===== config.mk =====
export PLATFORM = sky130hd
export DESIGN_NAME = threshold_event_detector_unit
export DESIGN_NICKNAME = d
export VERILOG_FILES = /design/src/sv/ted_pkg.sv /design/src/sv/threshold_event_detector_unit.sv /design/src/sv/ted_report.sv /design/src/sv/ted_core.sv /design/src/sv/ted_out_fifo.sv
export SDC_FILE = /design/constraint.sdc
export NUM_CORES = 2
export LEC_CHECK = 0
export BUFFER_PORTS_ARGS = -buffer_cell sky130_fd_sc_hd__clkbuf_2
export CAP_MARGIN = 20
export CELL_PAD_IN_SITES_DETAIL_PLACEMENT = 0
export CELL_PAD_IN_SITES_GLOBAL_PLACEMENT = 1
export CORE_ASPECT_RATIO = 1.25
export CORE_MARGIN = 2
export CORE_UTILIZATION = 30
export DETAILED_ROUTE_END_ITERATION = 8
export PLACE_DENSITY_LB_ADDON = 0.3
export SYNTH_ARGS = -nofsm -noshare
export SYNTH_HDL_FRONTEND = slang
export SYNTH_SLANG_ARGS = --single-unit

===== constraint.sdc =====
create_clock -name clk -period 20.2 [get_ports clk]
set_input_delay 4.04 -clock clk [delete_from_list [all_inputs] [get_ports clk]]
set_output_delay 4.04 -clock clk [all_outputs]
set_load 0.005 [all_outputs]

===== src/sv/ted_pkg.sv =====
package ted_pkg;

	// Default values for the top-level parameters.
	localparam int SAMPLE_BITS_DEF   = 16;
	localparam int START_ADVANCE_DEF = 0;
	localparam int LENGTH_EXTEND_DEF = 0;

	// Configuration port geometry.
	localparam int CFG_IDX_W  = 3;
	localparam int CFG_DATA_W = 24;

	// Register indexes on the configuration port.
	localparam logic [CFG_IDX_W-1:0] REG_ONSET_THR  = 3'd0;
	localparam logic [CFG_IDX_W-1:0] REG_OFFSET_THR = 3'd1;
	localparam logic [CFG_IDX_W-1:0] REG_HANG_IN    = 3'd2;
	localparam logic [CFG_IDX_W-1:0] REG_HANG_OUT   = 3'd3;
	localparam logic [CFG_IDX_W-1:0] REG_MIN_LEN    = 3'd4;
	localparam logic [CFG_IDX_W-1:0] REG_MAX_LEN    = 3'd5;
	localparam logic [CFG_IDX_W-1:0] REG_MODE       = 3'd6;

	// Bit positions inside mode_flags.
	localparam int MODE_HARD  = 0;
	localparam int MODE_SKIP  = 1;
	localparam int MODE_EAGER = 2;
	localparam int MODE_CONT  = 3;
	localparam int MODE_W     = 4;

	// Field widths.
	localparam int THR_W   = 16;
	localparam int HANG_W  = 16;
	localparam int LEN_W   = 24;
	localparam int TIME_W  = 32;
	localparam int OLEN_W  = 25;

	// Output queue depth in result groups (at most one group per frame end).
	localparam int FIFO_DEPTH = 4;

	// One result word.
	typedef struct packed {
		logic [TIME_W-1:0] start;
		logic [OLEN_W-1:0] length;
		logic              status;
	} res_t;

	// All results caused by one input word: one or two.
	typedef struct packed {
		logic two;
		res_t first;
		res_t second;
	} res_pair_t;

endpackage


===== src/sv/threshold_event_detector_unit.sv =====
// Threshold event detector with hangover.
// Input channel: in_valid/in_ready carry one channel sample per word; frame_end
// marks the last channel of a frame. Only frame-end words can cause results.
// Output channel: out_valid/out_ready carry result words (event_start,
// event_length, event_status, last_result); one input word causes at most two
// results, and last_result flags the final one of them.
// Configuration: cfg_we writes cfg_data into register cfg_index;
// write only while the block is idle.
// Results: a word is registered on acceptance in the input register, and its
// results are then written into the output queue, from which they are offered.
// Throughput: one input word per cycle while in_ready is high. The four-group
// output queue absorbs frames that yield two results; in_ready drops when fewer
// than two groups are free.
// Reset: control and state registers reset, sample and queue data do not;
// the queue is emptied and the detector is idle with frame index zero.
// When the receiver stalls, results wait in the queue and input stops once it
// fills; nothing is dropped.
module threshold_event_detector_unit #(
	parameter int SAMPLE_BITS   = ted_pkg::SAMPLE_BITS_DEF,
	parameter int START_ADVANCE = ted_pkg::START_ADVANCE_DEF,
	parameter int LENGTH_EXTEND = ted_pkg::LENGTH_EXTEND_DEF
) (
	input  logic                              clk,
	input  logic                              arst_n,
	input  logic                              in_valid,
	output logic                              in_ready,
	input  logic signed [SAMPLE_BITS-1:0]     sample,
	input  logic                              frame_end,
	output logic                              out_valid,
	input  logic                              out_ready,
	output logic [ted_pkg::TIME_W-1:0]        event_start,
	output logic [ted_pkg::OLEN_W-1:0]        event_length,
	output logic                              event_status,
	output logic                              last_result,
	input  logic                              cfg_we,
	input  logic [ted_pkg::CFG_IDX_W-1:0]     cfg_index,
	input  logic [ted_pkg::CFG_DATA_W-1:0]    cfg_data
);
	import ted_pkg::*;

	logic      push;
	res_pair_t push_pair;

	// Threshold test, hangover counters and event reports.
	ted_core #(
		.SAMPLE_BITS   (SAMPLE_BITS),
		.START_ADVANCE (START_ADVANCE),
		.LENGTH_EXTEND (LENGTH_EXTEND)
	) u_core (
		.clk       (clk),
		.arst_n    (arst_n),
		.in_valid  (in_valid),
		.in_ready  (in_ready),
		.sample    (sample),
		.frame_end (frame_end),
		.cfg_we    (cfg_we),
		.cfg_index (cfg_index),
		.cfg_data  (cfg_data),
		.push      (push),
		.push_pair (push_pair)
	);

	// Result queue and output serializer.
	ted_out_fifo u_fifo (
		.clk          (clk),
		.arst_n       (arst_n),
		.push         (push),
		.push_pair    (push_pair),
		.in_ready     (in_ready),
		.out_valid    (out_valid),
		.out_ready    (out_ready),
		.event_start  (event_start),
		.event_length (event_length),
		.event_status (event_status),
		.last_result  (last_result)
	);

endmodule


===== src/sv/ted_report.sv =====
module ted_report #(
	parameter int START_ADVANCE = 0,
	parameter int LENGTH_EXTEND = 0
) (
	input  logic                        valid_in,
	input  logic                        completed,
	input  logic [ted_pkg::TIME_W-1:0]  span_start,
	input  logic [ted_pkg::TIME_W-1:0]  span_len,
	input  logic [ted_pkg::LEN_W-1:0]   min_length,
	input  logic [ted_pkg::LEN_W-1:0]   max_length,
	input  logic [ted_pkg::MODE_W-1:0]  mode_flags,
	output logic                        ok,
	output ted_pkg::res_t               res
);
	import ted_pkg::*;

	logic              too_short;
	logic              too_long;
	logic [TIME_W-1:0] max_ext;
	logic [TIME_W-1:0] st_crop;
	logic [LEN_W-1:0]  len_crop;

	// Drop empty, negative and short spans.
	assign max_ext   = {{(TIME_W-LEN_W){1'b0}}, max_length};
	assign too_short = (span_len == '0) || span_len[TIME_W-1] ||
		(span_len < {{(TIME_W-LEN_W){1'b0}}, min_length});
	assign too_long  = span_len > max_ext;

	// Crop overlong spans at the start, moving the start forward.
	always_comb begin
		if (too_long) begin
			st_crop  = span_start + (span_len - max_ext);
			len_crop = max_length;
		end else begin
			st_crop  = span_start;
			len_crop = span_len[LEN_W-1:0];
		end
	end

	assign ok = valid_in && !too_short && !(too_long && mode_flags[MODE_SKIP]) &&
		(completed || mode_flags[MODE_CONT]);

	// Apply the start advance with a floor at zero and the length extension.
	always_comb begin
		if (st_crop >= TIME_W'(START_ADVANCE)) begin
			res.start = st_crop - TIME_W'(START_ADVANCE);
		end else begin
			res.start = '0;
		end
		res.length = OLEN_W'(len_crop) + OLEN_W'(LENGTH_EXTEND);
		res.status = completed;
	end

endmodule


===== src/sv/ted_core.sv =====
module ted_core #(
	parameter int SAMPLE_BITS   = 16,
	parameter int START_ADVANCE = 0,
	parameter int LENGTH_EXTEND = 0
) (
	input  logic                              clk,
	input  logic                              arst_n,
	input  logic                              in_valid,
	input  logic                              in_ready,
	input  logic signed [SAMPLE_BITS-1:0]     sample,
	input  logic                              frame_end,
	input  logic                              cfg_we,
	input  logic [ted_pkg::CFG_IDX_W-1:0]     cfg_index,
	input  logic [ted_pkg::CFG_DATA_W-1:0]    cfg_data,
	output logic                              push,
	output ted_pkg::res_pair_t                push_pair
);
	import ted_pkg::*;

	localparam int CMP_W = (SAMPLE_BITS > THR_W) ? SAMPLE_BITS : THR_W;

	// Configuration registers.
	logic signed [THR_W-1:0] onset_thr_q;
	logic signed [THR_W-1:0] offset_thr_q;
	logic [HANG_W-1:0]       hang_in_q;
	logic [HANG_W-1:0]       hang_out_q;
	logic [LEN_W-1:0]        min_len_q;
	logic [LEN_W-1:0]        max_len_q;
	logic [MODE_W-1:0]       mode_q;

	// Input register.
	logic                          valid_s1;
	logic signed [SAMPLE_BITS-1:0] sample_s1;
	logic                          frame_end_s1;

	// Detector state.
	logic              active_q;
	logic              acc_q;
	logic [HANG_W-1:0] onset_q;
	logic [HANG_W-1:0] offset_q;
	logic [LEN_W-1:0]  chunk_q;
	logic [TIME_W-1:0] start_q;
	logic [TIME_W-1:0] stop_q;
	logic [TIME_W-1:0] frame_q;

	// Next-state values.
	logic              active_d;
	logic              acc_d;
	logic [HANG_W-1:0] onset_d;
	logic [HANG_W-1:0] offset_d;
	logic [LEN_W-1:0]  chunk_d;
	logic [TIME_W-1:0] start_d;
	logic [TIME_W-1:0] stop_d;

	logic signed [CMP_W-1:0] samp_ext;
	logic signed [CMP_W-1:0] thr_ext;
	logic              hit;
	logic              acc_new;
	logic              fe_go;
	logic [LEN_W-1:0]  chunk_dec;
	logic              chunk_fire;
	logic [TIME_W-1:0] start_mid;
	logic [TIME_W-1:0] stop_end;
	logic              a_valid;
	logic              b_valid;
	logic              a_ok;
	logic              b_ok;
	res_t              a_res;
	res_t              b_res;
	res_t              eager_res;
	logic              eager_go;

	// Input register: one word per cycle while in_ready is high.
	always_ff @(posedge clk or negedge arst_n) begin
		if (!arst_n) begin
			valid_s1 <= 1'b0;
		end else begin
			valid_s1 <= in_valid && in_ready;
		end
	end

	always_ff @(posedge clk) begin
		if (in_valid && in_ready) begin
			sample_s1    <= sample;
			frame_end_s1 <= frame_end;
		end
	end

	// Per-channel threshold test and frame accumulation.
	assign samp_ext = CMP_W'(sample_s1);
	assign thr_ext  = active_q ? CMP_W'(offset_thr_q) : CMP_W'(onset_thr_q);
	assign hit      = samp_ext > thr_ext;
	assign acc_new  = mode_q[MODE_HARD] ? (acc_q && hit) : (acc_q || hit);
	assign fe_go    = valid_s1 && frame_end_s1;

	// Accumulator after this word; a mode write reloads it and overrides the word's update.
	always_comb begin
		if (cfg_we && (cfg_index == REG_MODE)) begin
			acc_d = cfg_data[MODE_HARD];
		end else if (valid_s1) begin
			acc_d = frame_end_s1 ? mode_q[MODE_HARD] : acc_new;
		end else begin
			acc_d = acc_q;
		end
	end

	assign chunk_dec  = chunk_q - LEN_W'(1);
	assign chunk_fire = (chunk_dec == '0);

	// Frame-end state update.
	always_comb begin
		active_d  = active_q;
		onset_d   = onset_q;
		offset_d  = offset_q;
		chunk_d   = chunk_q;
		start_d   = start_q;
		stop_d    = stop_q;
		start_mid = start_q;
		stop_end  = stop_q;
		eager_go  = 1'b0;
		a_valid   = 1'b0;
		b_valid   = 1'b0;
		if (!active_q) begin
			if (acc_new) begin
				if (onset_q == hang_in_q) begin
					start_d = frame_q;
				end
				if (onset_q == '0) begin
					active_d = 1'b1;
					onset_d  = hang_in_q;
					offset_d = hang_out_q;
					chunk_d  = max_len_q - LEN_W'(hang_in_q);
					eager_go = mode_q[MODE_EAGER];
				end else begin
					onset_d = onset_q - HANG_W'(1);
				end
			end else begin
				onset_d = hang_in_q;
			end
		end else begin
			// Chunk boundary first, then the end test.
			chunk_d = chunk_dec;
			if (chunk_fire) begin
				a_valid   = 1'b1;
				start_mid = frame_q;
				stop_end  = frame_q;
				chunk_d   = max_len_q;
			end
			if (!acc_new) begin
				if (offset_q == hang_out_q) begin
					stop_end = frame_q;
				end
				if (offset_q == '0) begin
					b_valid  = 1'b1;
					active_d = 1'b0;
					onset_d  = hang_in_q;
					offset_d = hang_out_q;
				end else begin
					offset_d = offset_q - HANG_W'(1);
				end
			end else begin
				offset_d = hang_out_q;
			end
			start_d = start_mid;
			stop_d  = stop_end;
		end
	end

	// Chunk report and completed-event report.
	ted_report #(
		.START_ADVANCE(START_ADVANCE),
		.LENGTH_EXTEND(LENGTH_EXTEND)
	) u_rep_chunk (
		.valid_in   (a_valid),
		.completed  (1'b0),
		.span_start (start_q),
		.span_len   (frame_q - start_q),
		.min_length (min_len_q),
		.max_length (max_len_q),
		.mode_flags (mode_q),
		.ok         (a_ok),
		.res        (a_res)
	);

	ted_report #(
		.START_ADVANCE(START_ADVANCE),
		.LENGTH_EXTEND(LENGTH_EXTEND)
	) u_rep_end (
		.valid_in   (b_valid),
		.completed  (1'b1),
		.span_start (start_mid),
		.span_len   (stop_end - start_mid),
		.min_length (min_len_q),
		.max_length (max_len_q),
		.mode_flags (mode_q),
		.ok         (b_ok),
		.res        (b_res)
	);

	// The eager notice carries the raw start frame.
	always_comb begin
		eager_res.start  = start_d;
		eager_res.length = '0;
		eager_res.status = 1'b0;
	end

	// Gather the results of this word.
	always_comb begin
		if (!active_q) begin
			push             = fe_go && eager_go;
			push_pair.two    = 1'b0;
			push_pair.first  = eager_res;
			push_pair.second = eager_res;
		end else begin
			push             = fe_go && (a_ok || b_ok);
			push_pair.two    = a_ok && b_ok;
			push_pair.first  = a_ok ? a_res : b_res;
			push_pair.second = b_res;
		end
	end

	// Configuration registers take effect after the word in the input register.
	always_ff @(posedge clk or negedge arst_n) begin
		if (!arst_n) begin
			onset_thr_q  <= '0;
			offset_thr_q <= '0;
			hang_in_q    <= '0;
			hang_out_q   <= '0;
			min_len_q    <= '0;
			max_len_q    <= '1;
			mode_q       <= '0;
		end else if (cfg_we) begin
			case (cfg_index)
				REG_ONSET_THR:  onset_thr_q  <= cfg_data[THR_W-1:0];
				REG_OFFSET_THR: offset_thr_q <= cfg_data[THR_W-1:0];
				REG_HANG_IN:    hang_in_q    <= cfg_data[HANG_W-1:0];
				REG_HANG_OUT:   hang_out_q   <= cfg_data[HANG_W-1:0];
				REG_MIN_LEN:    min_len_q    <= cfg_data[LEN_W-1:0];
				REG_MAX_LEN:    max_len_q    <= cfg_data[LEN_W-1:0];
				REG_MODE:       mode_q       <= cfg_data[MODE_W-1:0];
				default: ;
			endcase
		end
	end

	// Detector state registers.
	always_ff @(posedge clk or negedge arst_n) begin
		if (!arst_n) begin
			active_q <= 1'b0;
			acc_q    <= 1'b0;
			onset_q  <= '0;
			offset_q <= '0;
			chunk_q  <= '0;
			start_q  <= '0;
			stop_q   <= '0;
			frame_q  <= '0;
		end else begin
			acc_q <= acc_d;
			if (fe_go) begin
				active_q <= active_d;
				onset_q  <= onset_d;
				offset_q <= offset_d;
				chunk_q  <= chunk_d;
				start_q  <= start_d;
				stop_q   <= stop_d;
				frame_q  <= frame_q + TIME_W'(1);
			end
		end
	end

endmodule


===== src/sv/ted_out_fifo.sv =====
module ted_out_fifo (
	input  logic                          clk,
	input  logic                          arst_n,
	input  logic                          push,
	input  ted_pkg::res_pair_t            push_pair,
	output logic                          in_ready,
	output logic                          out_valid,
	input  logic                          out_ready,
	output logic [ted_pkg::TIME_W-1:0]    event_start,
	output logic [ted_pkg::OLEN_W-1:0]    event_length,
	output logic                          event_status,
	output logic                          last_result
);
	import ted_pkg::*;

	localparam int PTR_W = $clog2(FIFO_DEPTH);
	localparam int CNT_W = $clog2(FIFO_DEPTH + 1);

	res_pair_t        mem_q [FIFO_DEPTH];
	logic [PTR_W-1:0] wr_q;
	logic [PTR_W-1:0] rd_q;
	logic [CNT_W-1:0] count_q;
	logic             sub_q;
	logic             pop_word;
	logic             pop_group;
	res_pair_t        head;
	res_t             cur;

	// Room for the word in the input register and one more.
	assign in_ready  = count_q <= CNT_W'(FIFO_DEPTH - 2);
	assign out_valid = count_q != '0;

	assign head = mem_q[rd_q];
	assign cur  = sub_q ? head.second : head.first;

	assign event_start  = cur.start;
	assign event_length = cur.length;
	assign event_status = cur.status;
	assign last_result  = sub_q || !head.two;

	assign pop_word  = out_valid && out_ready;
	assign pop_group = pop_word && (sub_q || !head.two);

	always_ff @(posedge clk) begin
		if (push) begin
			mem_q[wr_q] <= push_pair;
		end
	end

	// Pointers, fill count and position inside the head group.
	always_ff @(posedge clk or negedge arst_n) begin
		if (!arst_n) begin
			wr_q    <= '0;
			rd_q    <= '0;
			count_q <= '0;
			sub_q   <= 1'b0;
		end else begin
			if (push) begin
				wr_q <= wr_q + PTR_W'(1);
			end
			if (pop_word) begin
				sub_q <= !pop_group;
			end
			if (pop_group) begin
				rd_q <= rd_q + PTR_W'(1);
			end
			if (push && !pop_group) begin
				count_q <= count_q + CNT_W'(1);
			end else if (!push && pop_group) begin
				count_q <= count_q - CNT_W'(1);
			end
		end
	end

endmodule


==> results.sh <==
export IMPL_final_max_slew_viol_count=0
export IMPL_coreArea_um2=154000
export IMPL_synth_edf_count=477
export IMPL_hp_class="reg -> reg"
export IMPL_grt_max_degree=66
export IMPL_yosysSeqAreaShare_pct=46.1
export IMPL_gp_congestion=0.923
export IMPL_critPathCaptureType="register"
export IMPL_p_per_area_nw_per_um2=128
export IMPL_wl_per_cell_um=24.9
export IMPL_htreeDepth=3
export IMPL_timing_final_crit_share_pct=57.3
export IMPL_cp_start_kind="register"
export IMPL_path_max_fanout=48
export IMPL_worstPathArrival_ns=11.93
export IMPL_via_per_inst=5.32
export IMPL_drt_pass1_iter_count=6
export IMPL_clk_latency_ns=0.72
export IMPL_fin_crit_ns=11.57
export IMPL_skew_ns=0.0430
export IMPL_dieWidth_um=355
export IMPL_p_leak_nw=21.1
export IMPL_drc=0
export IMPL_synth_common_cells="477 x edfxtp_1, 364 x nand2_1, 279 x a21oi_1"
export IMPL_synth_distinct_cells=99
export IMPL_async_flop_share_pct=36.9
export IMPL_synth_largest_area_cell="edfxtp_1"
export IMPL_synthTopCellsByArea="edfxtp_1 31%, dfrtp_1 14%, ha_1 7.4%, mux4_2 5.6%, mux2_2 5.2%"
export IMPL_rows=161
export IMPL_cts_max_path_buffers=3
export IMPL_post_cts_buffers=0
export IMPL_rsz0062_at_grt="false"
export IMPL_cts_tree="yes"
export IMPL_tightestPinTransition_ns=1.18
export IMPL_cts_sinks=756
export IMPL_required_ns=20.56
export IMPL_hold_viol_final=0
export IMPL_yosys_cell_count_top_type="edfxtp_1"
export IMPL_crit_path_top_delay_cell="buf_4"
export IMPL_synthFlopType="edfxtp_1"
export IMPL_die_y_um=443
export IMPL_first_global_vias=33913
export IMPL_path_class="reg -> reg"
export IMPL_clock_root_buffer="clkbuf_16"
export IMPL_drtIter0Drc=2503
export IMPL_ctsHoldBuffers=0
export IMPL_vias=33724
export IMPL_status="completed"
export IMPL_synth_cells=4123
export IMPL_dp_slack_ns=8.61
export IMPL_overflow=0
export IMPL_grtUsageTotal_pct=19.8
export IMPL_synth_seq_cells=756
export IMPL_wirelength_um=158000
export IMPL_slowest_delay_ns=0.73
export IMPL_finalSetupTns_ns=0
export IMPL_cts_resized=0
export IMPL_finalSetupViolCount=0
export IMPL_final_core_util_pct=34.1
export IMPL_fmax_mhz=86.4
export IMPL_drive_gt1_share_pct=17.4
export IMPL_postRouteAntennaNets=0
export IMPL_synth_nets=4498
export IMPL_clk_pin_slew_ns=0.06
export IMPL_grt_pass1_wl_um=232000
export IMPL_hpwl_um=116000
export IMPL_synth_warning_count=0
export IMPL_peakVddDrop_mv=0.0974
export IMPL_syn_avg_cell_area_um2=11.2
export IMPL_port_buffers=108
export IMPL_top_level_ports=110
export IMPL_diodes=0
export IMPL_antenna_found_initial=7
export IMPL_cts_made_buffers=83
export IMPL_final_nets=4602
export IMPL_fill_cells=15386
export IMPL_drv_cap=0
export IMPL_synth_top_area_share_pct=30.9
export IMPL_die_area_um2=158000
export IMPL_setup_slack_ns=8.63
export IMPL_start_util_pct=30.1
export IMPL_area_growth_pct=13.0
export IMPL_max_slew_margin_pct=20.1
export IMPL_syn_area_um2=46300
kinds of logic (layout without fill, tap and decap cells):
kind of cell | after synthesis | after routing | synth area share, %
and+or+nand+nor | 1046 | 1046 | 10.9
AOI/OAI and AO/OA | 915 | 915 | 12.3
DFF | 756 | 756 | 46.1
muxes | 469 | 469 | 13.8
buffers and inverters | 414 | 588 | 3.45
adders and majority gates | 327 | 327 | 9.67
xor gates and xnor gates | 195 | 195 | 3.75
other | 1 | 1 | 0.00810
flip-flops by register name, indices dropped and copies added (netlist names), 24 cells and up:
signal,flops
u_fifo.mem_q,460
u_core.frame_q,32
u_core.start_q,32
u_core.stop_q,32
u_core.chunk_q,24
u_core.max_len_q,24
u_core.min_len_q,24
cells in the final DEF, fill, tap and decap left out, drive strengths merged, types with 23 or more instances in the layout:
master,instances
a31oi,33
clkbuf,207
nor3,86
nor2,211
a21oi,279
fa,52
and2,25
dfrtp,255
or3,36
mux2i,137
inv,235
dfstp,24
a211oi,23
nand3,80
nor4,43
ha,274
mux4,115
edfxtp,477
nand2,364
o21ai,251
xnor2,102
nor2b,27
and3,24
buf,95
mux2,217
clkinv,36
nand4,39
o21a,39
a21o,75
nand2b,28
xor2,91
routing by layer:
metal	share of wire, %	wire, um	up-vias	global-route usage, %
met5	0.014	22	-	0
met4	3.5	5580	4	6.97
met3	4.1	6530	239	2.65
met2	51	80700	824	35.3
met1	41	64900	17042	24.3
li1	-	-	15615	-
final cells by class:
type	instances	area, um^2	share of cell area (%)
well taps	2037	2550	4.87
flip-flops and latches	756	21400	40.8
multi-input cells	2953	23500	44.9
clock buffers	100	2180	4.17
inverters	231	868	1.66
clock inverters	55	628	1.20
repair buffers	202	1260	2.41
worst max-delay path, delay by kind of cell (launching register included):
kind                       cells  cell delay [ns]
and+or+nand+nor                7             1.72
xor gates and xnor gates       1             0.70
DFF                            1             0.59
adders and majority gates      3             0.91
muxes                          4             1.60
AOI/OAI and AO/OA             15             3.52
buffers and inverters          4             2.02
metrics by stage:
step	cells	cell area, um^2	hold WS (ns)	total power, mW
after CTS	6332	52300	0.473	6.78
after global routing	6334	52300	0.494	7.14
after detailed placement	6177	49500	0.458	5.17
final	6334	52300	0.471	6.72
after global placement	6177	49500	0.453	5.17
after floorplan	4123	46300	0.442	4.05
power by group:
part	total [mW]	leakage [nW]	switching [mW]	internal (mW)
combinational	3.14	12.1	1.83	1.31
sequential	2.00	7.57	0.209	1.79
clock	1.58	1.35	0.684	0.900
final timing paths:
path,from,to,slack (ns),depth (start not counted)
min in group asynchronous,arst_n,u_core.offset_q[6],3.27,1
max in group asynchronous,arst_n,u_fifo.rd_q[0],14.95,3
worst max-delay path,u_core.active_q,u_fifo.mem_q[1][43],8.63,34
worst max register to register,u_core.active_q,u_fifo.mem_q[1][43],8.63,34
worst min register to register,u_core.stop_q[25],u_core.stop_q[25],0.47,2
worst min-delay path,u_core.stop_q[25],u_core.stop_q[25],0.47,2
No activity file was read; power rests on OpenSTA's default activity.
